--- config.mk ---
export PLATFORM = sky130hd
export DESIGN_NAME = line_buffer_upcase_echo_top
export DESIGN_NICKNAME = d
export VERILOG_FILES = /design/src/rtl/core/lbue_pkg.sv /design/src/rtl/core/lbue_front.sv /design/src/rtl/core/lbue_back.sv /design/src/rtl/core/line_buffer_upcase_echo_top.sv
export SDC_FILE = /design/constraint.sdc
export NUM_CORES = 1
export LEC_CHECK = 0
export ABC_CLOCK_PERIOD_IN_PS = 3000
export BUFFER_PORTS_ARGS = -buffer_cell sky130_fd_sc_hd__buf_2
export CAP_MARGIN = 20
export CORE_MARGIN = 5
export CORE_UTILIZATION = 57
export CTS_CLUSTER_DIAMETER = 120
export DETAILED_ROUTE_END_ITERATION = 10
export MAX_ROUTING_LAYER = met4
export PLACE_DENSITY = 0.76
export SKIP_CTS_REPAIR_TIMING = 1
export SYNTH_ARGS = -nofsm -noshare
export SYNTH_HDL_FRONTEND = slang
export SYNTH_SLANG_ARGS = --single-unit
--- constraint.sdc ---
create_clock -name clk -period 3 [get_ports clk]
set_input_delay 0.75 -clock clk [delete_from_list [all_inputs] [get_ports clk]]
set_output_delay 0.75 -clock clk [all_outputs]
set_load 0.1 [all_outputs]
--- src/rtl/core/lbue_pkg.sv ---
// ----------------------------------------------------------------------------
// lbue_pkg
// Shared types and character constants for the line buffer with upper-case
// echo.
// ----------------------------------------------------------------------------
`default_nettype none

package lbue_pkg;

    localparam logic [7:0] CH_LF      = 8'd10;
    localparam logic [7:0] CH_CR      = 8'd13;
    localparam logic [7:0] CH_LOWER_A = 8'h61;
    localparam logic [7:0] CH_LOWER_Z = 8'h7a;
    localparam logic [7:0] CASE_DELTA = 8'h20;  // 'a' - 'A'

    // One classified word handed from the front to the back
    typedef struct packed {
        logic       eol;         // line feed or carriage return
        logic [7:0] echo_byte;   // byte as received
        logic [7:0] store_byte;  // byte raised to upper case
    } lbue_cmd_t;

endpackage

`default_nettype wire

--- src/rtl/core/lbue_front.sv ---
// ----------------------------------------------------------------------------
// lbue_front
// Accepts received bytes, classifies them as line end or ordinary, raises
// lower-case letters, and holds them in a two-entry command queue.
// ----------------------------------------------------------------------------
`default_nettype none

module lbue_front
    import lbue_pkg::*;
(
    input  wire logic      clk,
    input  wire logic      rst_n,
    input  wire logic      s_tvalid,
    output logic           s_tready,
    input  wire logic [7:0] s_tdata,   // [7:0] rx_byte
    output logic           cmd_valid,
    input  wire logic      cmd_ready,
    output lbue_cmd_t      cmd
);

    lbue_cmd_t  q_reg [2];
    logic       wr_idx_reg, wr_idx_next;
    logic       rd_idx_reg, rd_idx_next;
    logic [1:0] cnt_reg, cnt_next;
    lbue_cmd_t  cls;
    logic       push;
    logic       pop;

    // Classify the incoming word
    always_comb
    begin
        cls.eol        = (s_tdata == CH_LF) || (s_tdata == CH_CR);
        cls.echo_byte  = s_tdata;
        cls.store_byte = s_tdata;
        if ((s_tdata >= CH_LOWER_A) && (s_tdata <= CH_LOWER_Z))
        begin
            cls.store_byte = s_tdata - CASE_DELTA;
        end
    end

    assign s_tready  = (cnt_reg != 2'd2);
    assign cmd_valid = (cnt_reg != 2'd0);
    assign cmd       = q_reg[rd_idx_reg];
    assign push      = s_tvalid && s_tready;
    assign pop       = cmd_valid && cmd_ready;

    // Queue pointers and count
    always_comb
    begin
        wr_idx_next = wr_idx_reg;
        rd_idx_next = rd_idx_reg;
        cnt_next    = cnt_reg;
        if (push)
        begin
            wr_idx_next = ~wr_idx_reg;
        end
        if (pop)
        begin
            rd_idx_next = ~rd_idx_reg;
        end
        case ({push, pop})
            2'b10:   cnt_next = cnt_reg + 2'd1;
            2'b01:   cnt_next = cnt_reg - 2'd1;
            default: cnt_next = cnt_reg;
        endcase
    end

    always_ff @(posedge clk or negedge rst_n)
    begin
        if (!rst_n)
        begin
            wr_idx_reg <= 1'b0;
            rd_idx_reg <= 1'b0;
            cnt_reg    <= 2'd0;
        end
        else
        begin
            wr_idx_reg <= wr_idx_next;
            rd_idx_reg <= rd_idx_next;
            cnt_reg    <= cnt_next;
        end
    end

    // Queue storage, no reset needed
    always_ff @(posedge clk)
    begin
        if (push)
        begin
            q_reg[wr_idx_reg] <= cls;
        end
    end

endmodule

`default_nettype wire

--- src/rtl/core/lbue_back.sv ---
// ----------------------------------------------------------------------------
// lbue_back
// Carries out commands: echoes ordinary bytes and stores them in the circular
// line FIFO; on a line end emits LF CR, drains the FIFO one byte a cycle when
// the output is free, then LF CR again. Results leave via an output register.
// ----------------------------------------------------------------------------
`default_nettype none

module lbue_back
    import lbue_pkg::*;
#(
    parameter int DEPTH = 32
)
(
    input  wire logic       clk,
    input  wire logic       rst_n,
    input  wire logic       cmd_valid,
    output logic            cmd_ready,
    input  wire lbue_cmd_t  cmd,
    output logic            m_tvalid,
    input  wire logic       m_tready,
    output logic [7:0]      m_tdata,   // [7:0] tx_byte
    output logic            m_tlast
);

    localparam int PTR_W  = (DEPTH > 1) ? $clog2(DEPTH) : 1;
    localparam int FILL_W = $clog2(DEPTH + 1);

    typedef enum logic [4:0] {
        ST_IDLE  = 5'b00001,
        ST_CR1   = 5'b00010,
        ST_DRAIN = 5'b00100,
        ST_LF2   = 5'b01000,
        ST_CR2   = 5'b10000
    } lbue_state_t;

    lbue_state_t       state_reg, state_next;
    logic [PTR_W-1:0]  rd_ptr_reg, rd_ptr_next;
    logic [PTR_W-1:0]  wr_ptr_reg, wr_ptr_next;
    logic [FILL_W-1:0] fill_reg, fill_next;
    logic              out_valid_reg, out_valid_next;
    logic [7:0]        out_data_reg, out_data_next;
    logic              out_last_reg, out_last_next;
    logic [7:0]        rd_data_reg;
    logic              mem_we;
    logic              out_free;
    logic [7:0]        mem [DEPTH];

    function automatic logic [PTR_W-1:0] ptr_inc(input logic [PTR_W-1:0] p);
        logic [PTR_W-1:0] r;
        r = (p == PTR_W'(DEPTH - 1)) ? '0 : p + PTR_W'(1);
        return r;
    endfunction

    assign out_free = !out_valid_reg || m_tready;
    assign m_tvalid = out_valid_reg;
    assign m_tdata  = out_data_reg;
    assign m_tlast  = out_last_reg;

    // Sequencer: one result per cycle while the output register is free and work is pending
    always_comb
    begin
        state_next     = state_reg;
        rd_ptr_next    = rd_ptr_reg;
        wr_ptr_next    = wr_ptr_reg;
        fill_next      = fill_reg;
        out_valid_next = out_valid_reg;
        out_data_next  = out_data_reg;
        out_last_next  = out_last_reg;
        cmd_ready      = 1'b0;
        mem_we         = 1'b0;
        if (out_free)
        begin
            out_valid_next = 1'b0;
            case (state_reg)
                ST_IDLE:
                begin
                    if (cmd_valid)
                    begin
                        cmd_ready      = 1'b1;
                        out_valid_next = 1'b1;
                        if (cmd.eol)
                        begin
                            out_data_next = CH_LF;
                            out_last_next = 1'b0;
                            state_next    = ST_CR1;
                        end
                        else
                        begin
                            out_data_next = cmd.echo_byte;
                            out_last_next = 1'b1;
                            // full FIFO drops the byte
                            if (fill_reg < FILL_W'(DEPTH))
                            begin
                                mem_we      = 1'b1;
                                wr_ptr_next = ptr_inc(wr_ptr_reg);
                                fill_next   = fill_reg + FILL_W'(1);
                            end
                        end
                    end
                end
                ST_CR1:
                begin
                    out_valid_next = 1'b1;
                    out_data_next  = CH_CR;
                    out_last_next  = 1'b0;
                    state_next     = (fill_reg != '0) ? ST_DRAIN : ST_LF2;
                end
                ST_DRAIN:
                begin
                    out_valid_next = 1'b1;
                    out_data_next  = rd_data_reg;
                    out_last_next  = 1'b0;
                    rd_ptr_next    = ptr_inc(rd_ptr_reg);
                    fill_next      = fill_reg - FILL_W'(1);
                    if (fill_reg == FILL_W'(1))
                    begin
                        state_next = ST_LF2;
                    end
                end
                ST_LF2:
                begin
                    out_valid_next = 1'b1;
                    out_data_next  = CH_LF;
                    out_last_next  = 1'b0;
                    state_next     = ST_CR2;
                end
                ST_CR2:
                begin
                    out_valid_next = 1'b1;
                    out_data_next  = CH_CR;
                    out_last_next  = 1'b1;
                    state_next     = ST_IDLE;
                end
                default:
                begin
                    state_next = ST_IDLE;
                end
            endcase
        end
    end

    // Control registers
    always_ff @(posedge clk or negedge rst_n)
    begin
        if (!rst_n)
        begin
            state_reg     <= ST_IDLE;
            rd_ptr_reg    <= '0;
            wr_ptr_reg    <= '0;
            fill_reg      <= '0;
            out_valid_reg <= 1'b0;
        end
        else
        begin
            state_reg     <= state_next;
            rd_ptr_reg    <= rd_ptr_next;
            wr_ptr_reg    <= wr_ptr_next;
            fill_reg      <= fill_next;
            out_valid_reg <= out_valid_next;
        end
    end

    // Output payload
    always_ff @(posedge clk)
    begin
        out_data_reg <= out_data_next;
        out_last_reg <= out_last_next;
    end

    // Line FIFO memory; read port prefetches the entry at the next read pointer
    always_ff @(posedge clk)
    begin
        if (mem_we)
        begin
            mem[wr_ptr_reg] <= cmd.store_byte;
        end
        rd_data_reg <= mem[rd_ptr_next];
    end

endmodule

`default_nettype wire

--- src/rtl/core/line_buffer_upcase_echo_top.sv ---
// Path: a taken input word passes the command queue, then the output register,
// before it shows on m_tvalid. Throughput: ordinary bytes sustain one word per
// cycle while m_tready is high; a line end holds the back end for LF, CR, the
// FIFO bytes one a cycle, LF, CR. A two-word command queue lets the input keep
// taking words meanwhile. Reset (rst_n low, async): queue, FIFO pointers and
// output valid clear; FIFO contents are not cleared and need no clearing pass.
// ----------------------------------------------------------------------------
// line_buffer_upcase_echo_top
// Line buffer that echoes each byte and replays the buffered line in upper
// case on a line end.
// ----------------------------------------------------------------------------
`default_nettype none

module line_buffer_upcase_echo_top
    import lbue_pkg::*;
#(
    parameter int DEPTH = 32
)
(
    input  wire logic       clk,
    input  wire logic       rst_n,
    input  wire logic       s_tvalid,
    output logic            s_tready,
    input  wire logic [7:0] s_tdata,   // [7:0] rx_byte
    output logic            m_tvalid,
    input  wire logic       m_tready,
    output logic [7:0]      m_tdata,   // [7:0] tx_byte
    output logic            m_tlast
);

    logic      cmd_valid;
    logic      cmd_ready;
    lbue_cmd_t cmd;

    // Front: classify and queue
    lbue_front u_front (
        .clk       (clk),
        .rst_n     (rst_n),
        .s_tvalid  (s_tvalid),
        .s_tready  (s_tready),
        .s_tdata   (s_tdata),
        .cmd_valid (cmd_valid),
        .cmd_ready (cmd_ready),
        .cmd       (cmd)
    );

    // Back: echo, store, drain
    lbue_back #(
        .DEPTH (DEPTH)
    ) u_back (
        .clk       (clk),
        .rst_n     (rst_n),
        .cmd_valid (cmd_valid),
        .cmd_ready (cmd_ready),
        .cmd       (cmd),
        .m_tvalid  (m_tvalid),
        .m_tready  (m_tready),
        .m_tdata   (m_tdata),
        .m_tlast   (m_tlast)
    );

endmodule

`default_nettype wire

==> results of run 1 <==
==> power by group through the flow <==
stage	Combinational, mW	Clock [mW]	Sequential [mW]
global route	5.90	4.50	6.21
detailed placement	5.30	0	6.25
finish	5.55	4.24	6.19
CTS	5.35	4.27	6.16
floorplan	2.92	0	6.62
global placement	5.20	0	6.24
==> worst reg2reg max path: stages, from the launching register on <==
cell     delay (ns)
dfstp_2        0.37
or4b_4         0.58
buf_4          0.19
nor3_2         0.28
nor3_1         0.11
o21ai_0        0.36
buf_4          0.26
o32ai_1        0.16
or4_1          0.56
==> cell usage after synthesis (all sizes together) (19+ instances only) <==
cell,instances,area [µm²]
edfxtp,289,8678
o21ai,82,410.4
clkbuf,72,270.3
and3,68,425.4
nor2,54,210.2
a211o,33,289.0
a211oi,33,247.7
a311oi,33,289.0
a32oi,32,280.3
nand2,28,105.1
dfrtp,25,625.6
a21oi,19,95.09
a32o,19,190.2
==> metal layers <==
metal	track usage (%)	up-vias	wire length (µm)
li1	-	4252	-
met1	36.51	4791	15080
met2	39.19	542	16990
met3	4.737	94	3178
met4	10.01	0	1577
met5	-	-	0
==> cell type report <==
type                            count  share of cell area [%]
Clock buffer                       38                   5.462
Clock inverter                     21                   1.348
Inverter                           15                  0.3428
Multi-Input combinational cell    581                   25.41
Sequential cell                   323                   57.79
Tap cell                          324                   2.468
Timing Repair Buffer              140                   7.184
==> path summary, 6_finish.rpt <==
kind	start	endpoint	slack (ns)	cells past startpoint
min	rst_n	u_back.fill_reg[2]$_DFFE_PN0P_	0.27	1
max	u_back.state_reg[0]$_DFFE_PN1P_	u_back.rd_data_reg[5]$_DFF_P_	0.02	8
min in group clk	s_tdata[5]	u_front.q_reg[0][13]$_DFFE_PP_	0.47	1
max reg2reg	u_back.state_reg[0]$_DFFE_PN1P_	u_back.rd_data_reg[5]$_DFF_P_	0.02	8
min reg2reg	u_front.wr_idx_reg$_DFFE_PN0P_	u_front.wr_idx_reg$_DFFE_PN0P_	0.51	1
max in group asynchronous	rst_n	u_back.m_tvalid$_DFFE_PN0N_	2.27	1
==> through the flow <==
| step | power [mW] | utilization, % | hold WS [ns] | instances |
|---|---|---|---|---|
| 2_1_floorplan | 9.541 | - | 0.4544 | 1003 |
| 3_3_place_gp | 11.43 | 62.37 | 0.4768 | 1376 |
| 3_5_place_dp | 11.55 | 62.37 | 0.4911 | 1376 |
| 4_1_cts | 15.78 | 67.00 | 0.2650 | 1435 |
| 5_1_grt | 16.61 | 67.93 | 0.2933 | 1442 |
| 6_report | 15.97 | 67.93 | 0.2683 | 1442 |
==> kinds of logic after synthesis <==
group	after synthesis	synth area share [%]
adder cells (fa/ha/maj)	12	1.080
buffers and inverters	99	2.844
multiplexers	14	1.089
flip-flops	323	68.27
XOR/XNOR	14	0.8821
AND/OR/NAND/NOR	221	8.686
AO/OA/AOI/OAI	320	17.15
==> flow_metrics.env, run 1 <==
export IMPL_drv_cap=0
export IMPL_drtIter0Drc=1266
export IMPL_internal_power_mw=10.25
export IMPL_startpoint_type="flop"
export IMPL_cts_buffers=34
export IMPL_grt_use_total_pct=26.28
export IMPL_ys_ff_latch=323
export IMPL_pin_count=23
export IMPL_start_util_pct=57.50
export IMPL_postSynthAreaPerCell_um2=13.86
export IMPL_cts_sinks=323
export IMPL_synth_async_reset_ratio_pct=8.050
export IMPL_wl_per_cell_um=25.54
export IMPL_grt_max_degree=65
export IMPL_io_buffer_count=22
export IMPL_gr_total_overflow=0
export IMPL_layout_common_cells="289 x edfxtp_1, 103 x buf_4, 68 x and3_1, 68 x o21ai_0, 53 x nor2_1"
export IMPL_setup_viol=0
export IMPL_hold_path_class="in2async"
export IMPL_die_area_um2=27610
export IMPL_hpwl_um=22080
export IMPL_post_route_min_period_ns=2.985
export IMPL_fmaxAchievable_mhz=335.0
export IMPL_rows=57
export IMPL_tns_ns=0
export IMPL_timing_hold_violations_final=0
export IMPL_mappedNetlistArea_um2=13900
export IMPL_n_fill_cell=1634
export IMPL_endpoint_kind="flop"
export IMPL_cpPeakStageDelay_ns=0.58
export IMPL_die_x_um=166.2
export IMPL_largest_reg_flops=256
export IMPL_skew_ns=0.01897
export IMPL_switchingPower_mw=5.727
export IMPL_dp_slack_ns=-0.2757
export IMPL_yosysSeqAreaShare_pct=68.27
export IMPL_vias=9679
export IMPL_drive_gt1_share_pct=21.29
export IMPL_outcome="finished clean"
export IMPL_peakVddDrop_mv=0.9451
export IMPL_syn_num_nets=1027
export IMPL_die_h_um=166.2
export IMPL_comb_power_share_pct=34.7
export IMPL_htreeDepth=2
export IMPL_antenna_found_initial=0
export IMPL_finalNetCount=1119
export IMPL_crit_top_cell="buf_4"
export IMPL_final_common_cell="edfxtp_1"
export IMPL_grt_pass1_vias=9045
export IMPL_routed_wl_um=36820
export IMPL_drc=0
export IMPL_cp_required_ns=3.38
export IMPL_p_seq_share_pct=38.7
export IMPL_viasPerCell=6.712
export IMPL_powerDensity_nw_per_um2=972.5
export IMPL_ys_types=61
export IMPL_regArea_um2=9492
export IMPL_firstDrtPassIters=5
export IMPL_setup_slack_ns=0.01532
export IMPL_ys_warn_count=0
export IMPL_leakage_nw=5.736
export IMPL_finalInstanceArea_um2=16420
export IMPL_cp_buffers_inverters=2
export IMPL_worst_slew_pin_slew_ns=0.8838
export IMPL_clk_path_buf_depth=3
export IMPL_crit_path_max_fanout=8
export IMPL_grt_pass1_wl_um=55120
export IMPL_clkPwrFrac_pct=26.5
export IMPL_swShare_pct=35.85
export IMPL_ys_dominant_reg_cell="edfxtp_1"
export IMPL_relSlewSlack_pct=41.08
export IMPL_rsz0062_at_grt="yes"
export IMPL_postRouteAntennaNets=0
export IMPL_netlist_instances=1003
export IMPL_min_period_over_period_pct=99.49
export IMPL_core_area_um2=24180
export IMPL_crit_type="reg2reg"
export IMPL_diodes=0
export IMPL_synth_edf_count=289
export IMPL_gp_congestion=0.9735
export IMPL_slowest_stage="or4b_4"
export IMPL_clkLatencyLatePin_ns=0.51
export IMPL_path_cells="or4b_4 -> buf_4 -> nor3_2 -> nor3_1 -> o21ai_0 -> buf_4 -> o32ai_1 -> or4_1"
export IMPL_path_delay_family="simple AND/OR/NAND/NOR gates"
export IMPL_critPathArrivalTime_ns=3.37
export IMPL_maxSlewViolCount=0
export IMPL_multi_input_area_um2=4173
export IMPL_cts_tree="done"
export IMPL_placed_cell_area_um2=15080
export IMPL_syn_to_final_growth_pct=18.15
export IMPL_cts_root_buffer="clkbuf_16"
export IMPL_clk_pin_slew_ns=0.06
Power figures use the tool's default switching activity.
==> inputs of run 2 (changes only) <==
--- a/config.mk
+++ b/config.mk
@@ -5,15 +5,16 @@
 export SDC_FILE = /design/constraint.sdc
 export NUM_CORES = 1
 export LEC_CHECK = 0
-export ABC_CLOCK_PERIOD_IN_PS = 3000
+export ABC_CLOCK_PERIOD_IN_PS = 2800
 export BUFFER_PORTS_ARGS = -buffer_cell sky130_fd_sc_hd__buf_2
 export CAP_MARGIN = 20
 export CORE_MARGIN = 5
-export CORE_UTILIZATION = 57
+export CORE_UTILIZATION = 63
 export CTS_CLUSTER_DIAMETER = 120
 export DETAILED_ROUTE_END_ITERATION = 10
+export GPL_TIMING_DRIVEN = 0
 export MAX_ROUTING_LAYER = met4
-export PLACE_DENSITY = 0.76
+export PLACE_DENSITY = 0.8
 export SKIP_CTS_REPAIR_TIMING = 1
 export SYNTH_ARGS = -nofsm -noshare
 export SYNTH_HDL_FRONTEND = slang
==> constraint.sdc (replaced) <==
create_clock -name clk -period 2.8 [get_ports clk]
set_input_delay 0.7 -clock clk [delete_from_list [all_inputs] [get_ports clk]]
set_output_delay 0.7 -clock clk [all_outputs]
set_load 0.1 [all_outputs]
==> run 2 against run 1 <==
The run now ends with setup timing left. Design area grew 1.8%. Clock skew grew 0.0094 ns. Fmax shrank 6.5%. Setup slack lost 0.41 ns. Power grew 9.4%. Final cell count shrank 4.2%. Critical endpoint is now u_back.rd_data_reg[4]$_DFF_P_. Largest power group is now combinational cells.
==> flow_metrics.env, run 2 (synthesis gave the netlist of run 1 again) <==
export IMPL_reg2reg_depth=9
export IMPL_pin_count=23
export IMPL_instances_no_fill=1382
export IMPL_setup_slack_ns=-0.3920
export IMPL_grt_use_total_pct=30.78
export IMPL_cts_sinks=323
export IMPL_hold_path_class="in2async"
export IMPL_setup_viol=8
export IMPL_final_common_cell="edfxtp_1"
export IMPL_die_h_um=158.5
export IMPL_die_area_um2=25130
export IMPL_outcome="complete, but fails checks"
export IMPL_critPathArrivalTime_ns=3.58
export IMPL_grt_pass1_vias=9333
export IMPL_clkLatencyLatePin_ns=0.52
export IMPL_die_x_um=158.5
export IMPL_firstDrtPassIters=5
export IMPL_p_seq_share_pct=37.6
export IMPL_worst_slew_pin_slew_ns=1.014
export IMPL_routed_wl_um=40190
export IMPL_clk_path_buf_depth=3
export IMPL_hpwl_um=23930
export IMPL_dp_slack_ns=-1.357
export IMPL_grt_max_degree=34
export IMPL_syn_to_final_growth_pct=20.32
export IMPL_cts_tree="done"
export IMPL_drtIter0Drc=1599
export IMPL_clk_pin_slew_ns=0.06
export IMPL_crit_path_max_fanout=10
export IMPL_finalNetCount=1102
export IMPL_drv_cap=0
export IMPL_endpoint_kind="flop"
export IMPL_crit_type="reg2reg"
export IMPL_skew_ns=0.02833
export IMPL_rsz0062_at_grt="yes"
export IMPL_viasPerCell=7.414
export IMPL_drc=0
export IMPL_start_util_pct=63.89
export IMPL_gp_congestion=0.9565
export IMPL_htreeDepth=2
export IMPL_rows=54
export IMPL_cts_root_buffer="clkbuf_16"
export IMPL_cts_buffers=34
export IMPL_cp_required_ns=3.19
export IMPL_postRouteAntennaNets=0
export IMPL_antenna_found_initial=0
export IMPL_grt_pass1_wl_um=55480
export IMPL_timing_rr_end="u_back.rd_data_reg[4]$_DFF_P_"
export IMPL_maxSlewViolCount=0
export IMPL_io_buffer_count=22
export IMPL_startpoint_type="flop"
export IMPL_powerDensity_nw_per_um2=1044
export IMPL_clkPwrFrac_pct=24.5
export IMPL_vias=10250
export IMPL_gr_total_overflow=0
export IMPL_fmaxAchievable_mhz=313.3
export IMPL_leakage_nw=5.548
export IMPL_peakVddDrop_mv=0.6441
export IMPL_switchingPower_mw=6.628
export IMPL_timing_hold_violations_final=0
export IMPL_finalInstanceArea_um2=16720
export IMPL_relSlewSlack_pct=32.13
export IMPL_r2r_start="u_back.state_reg[1]$_DFFE_PN0P_"
export IMPL_layout_common_cells="289 x edfxtp_1, 69 x o21ai_0, 68 x and3_1, 41 x buf_2, 35 x clkbuf_16"
export IMPL_min_period_over_period_pct=114.0
export IMPL_ff2ff_setup_slack_ns=-0.39
export IMPL_place_inst=1305
export IMPL_drive_gt1_share_pct=27.07
export IMPL_swShare_pct=37.94
export IMPL_largest_reg_flops=256
export IMPL_post_route_min_period_ns=3.192
export IMPL_internal_power_mw=10.84
export IMPL_wl_per_cell_um=29.08
export IMPL_core_area_um2=21760
export IMPL_violations="setup timing"
export IMPL_placed_cell_area_um2=14380
export IMPL_comb_power_share_pct=38.0
## run 2: cell count changes in the layout (fill, tap and decap cells not counted), sizes merged
cell / delta
clkbuf: +47
bufinv: -3
clkinvlp: -1
buf: -53
clkinv: -6
diode: +1
inv: -1
## run 2: metal layers
metal	track usage [%]	part of all wire (%)
met5	-	0
met4	13.44	5.8
met3	5.817	12
met2	46.82	47
met1	41.08	36
## run 2: worst max path at each step
stage / start / end / slack, ns / cells past startpoint
final: u_back.state_reg[1]$_DFFE_PN0P_ / u_back.rd_data_reg[4]$_DFF_P_ / -0.39 / 9
after detailed placement: u_back.state_reg[1]$_DFFE_PN0P_ / u_back.mem[22][1]$_DFFE_PP_ / -1.36 / 7
after global routing: u_back.rd_ptr_reg[0]$_DFF_PN0_ / u_back.rd_data_reg[2]$_DFF_P_ / -0.44 / 9
after global placement: u_back.state_reg[1]$_DFFE_PN0P_ / u_back.mem[16][3]$_DFFE_PP_ / -1.35 / 7
after CTS: u_back.state_reg[1]$_DFFE_PN0P_ / u_back.mem[18][2]$_DFFE_PP_ / -1.38 / 7
after floorplan: u_back.state_reg[1]$_DFFE_PN0P_ / u_back.mem[11][0]$_DFFE_PP_ / -0.06 / 7
## run 2: cell type report
| cell class | instances | area, µm² |
|---|---|---|
| Sequential cell | 323 | 9495 |
| Fill cell | 1181 | 5031 |
| Multi-Input combinational cell | 581 | 4941 |
| Clock buffer | 49 | 948.4 |
| Buffer | 79 | 471.7 |
| Timing Repair Buffer | 44 | 375.4 |
| Tap cell | 280 | 350.3 |
| Clock inverter | 10 | 81.33 |
| Inverter | 15 | 58.81 |
| Antenna cell | 1 | 2.502 |
## run 2: power groups by stage
| stage | Combinational [mW] | Clock [mW] | Sequential, mW |
|---|---|---|---|
| after CTS | 5.40 | 4.27 | 6.52 |
| after global placement | 5.26 | 0 | 6.60 |
| after floorplan | 3.14 | 0 | 7.10 |
| after global routing | 6.90 | 4.47 | 6.61 |
| final | 6.63 | 4.27 | 6.57 |
| after detailed placement | 5.36 | 0 | 6.62 |
## run 2: through the flow
step	total power, mW	hold slack (ns)	TNS (ns)	utilization (%)
finish	17.47	0.1894	-2.818	76.87
detailed placement	11.98	0.4949	-322.84	66.11
global placement	11.86	0.4821	-320.22	66.11
global route	17.99	0.2458	-3.326	76.86
floorplan	10.24	0.4044	-14.70	-
CTS	16.19	0.2078	-327.23	70.84
## run 2: worst max-delay path, cell delays in order (launching register included)
cell and delay [ns]:
dfrtp_1 0.42, or4b_4 0.55, buf_8 0.16, o31a_1 0.35
nor2_4 0.22, inv_4 0.08, buf_6 0.18, a211oi_2 0.34
o32ai_2 0.20, or4_4 0.56
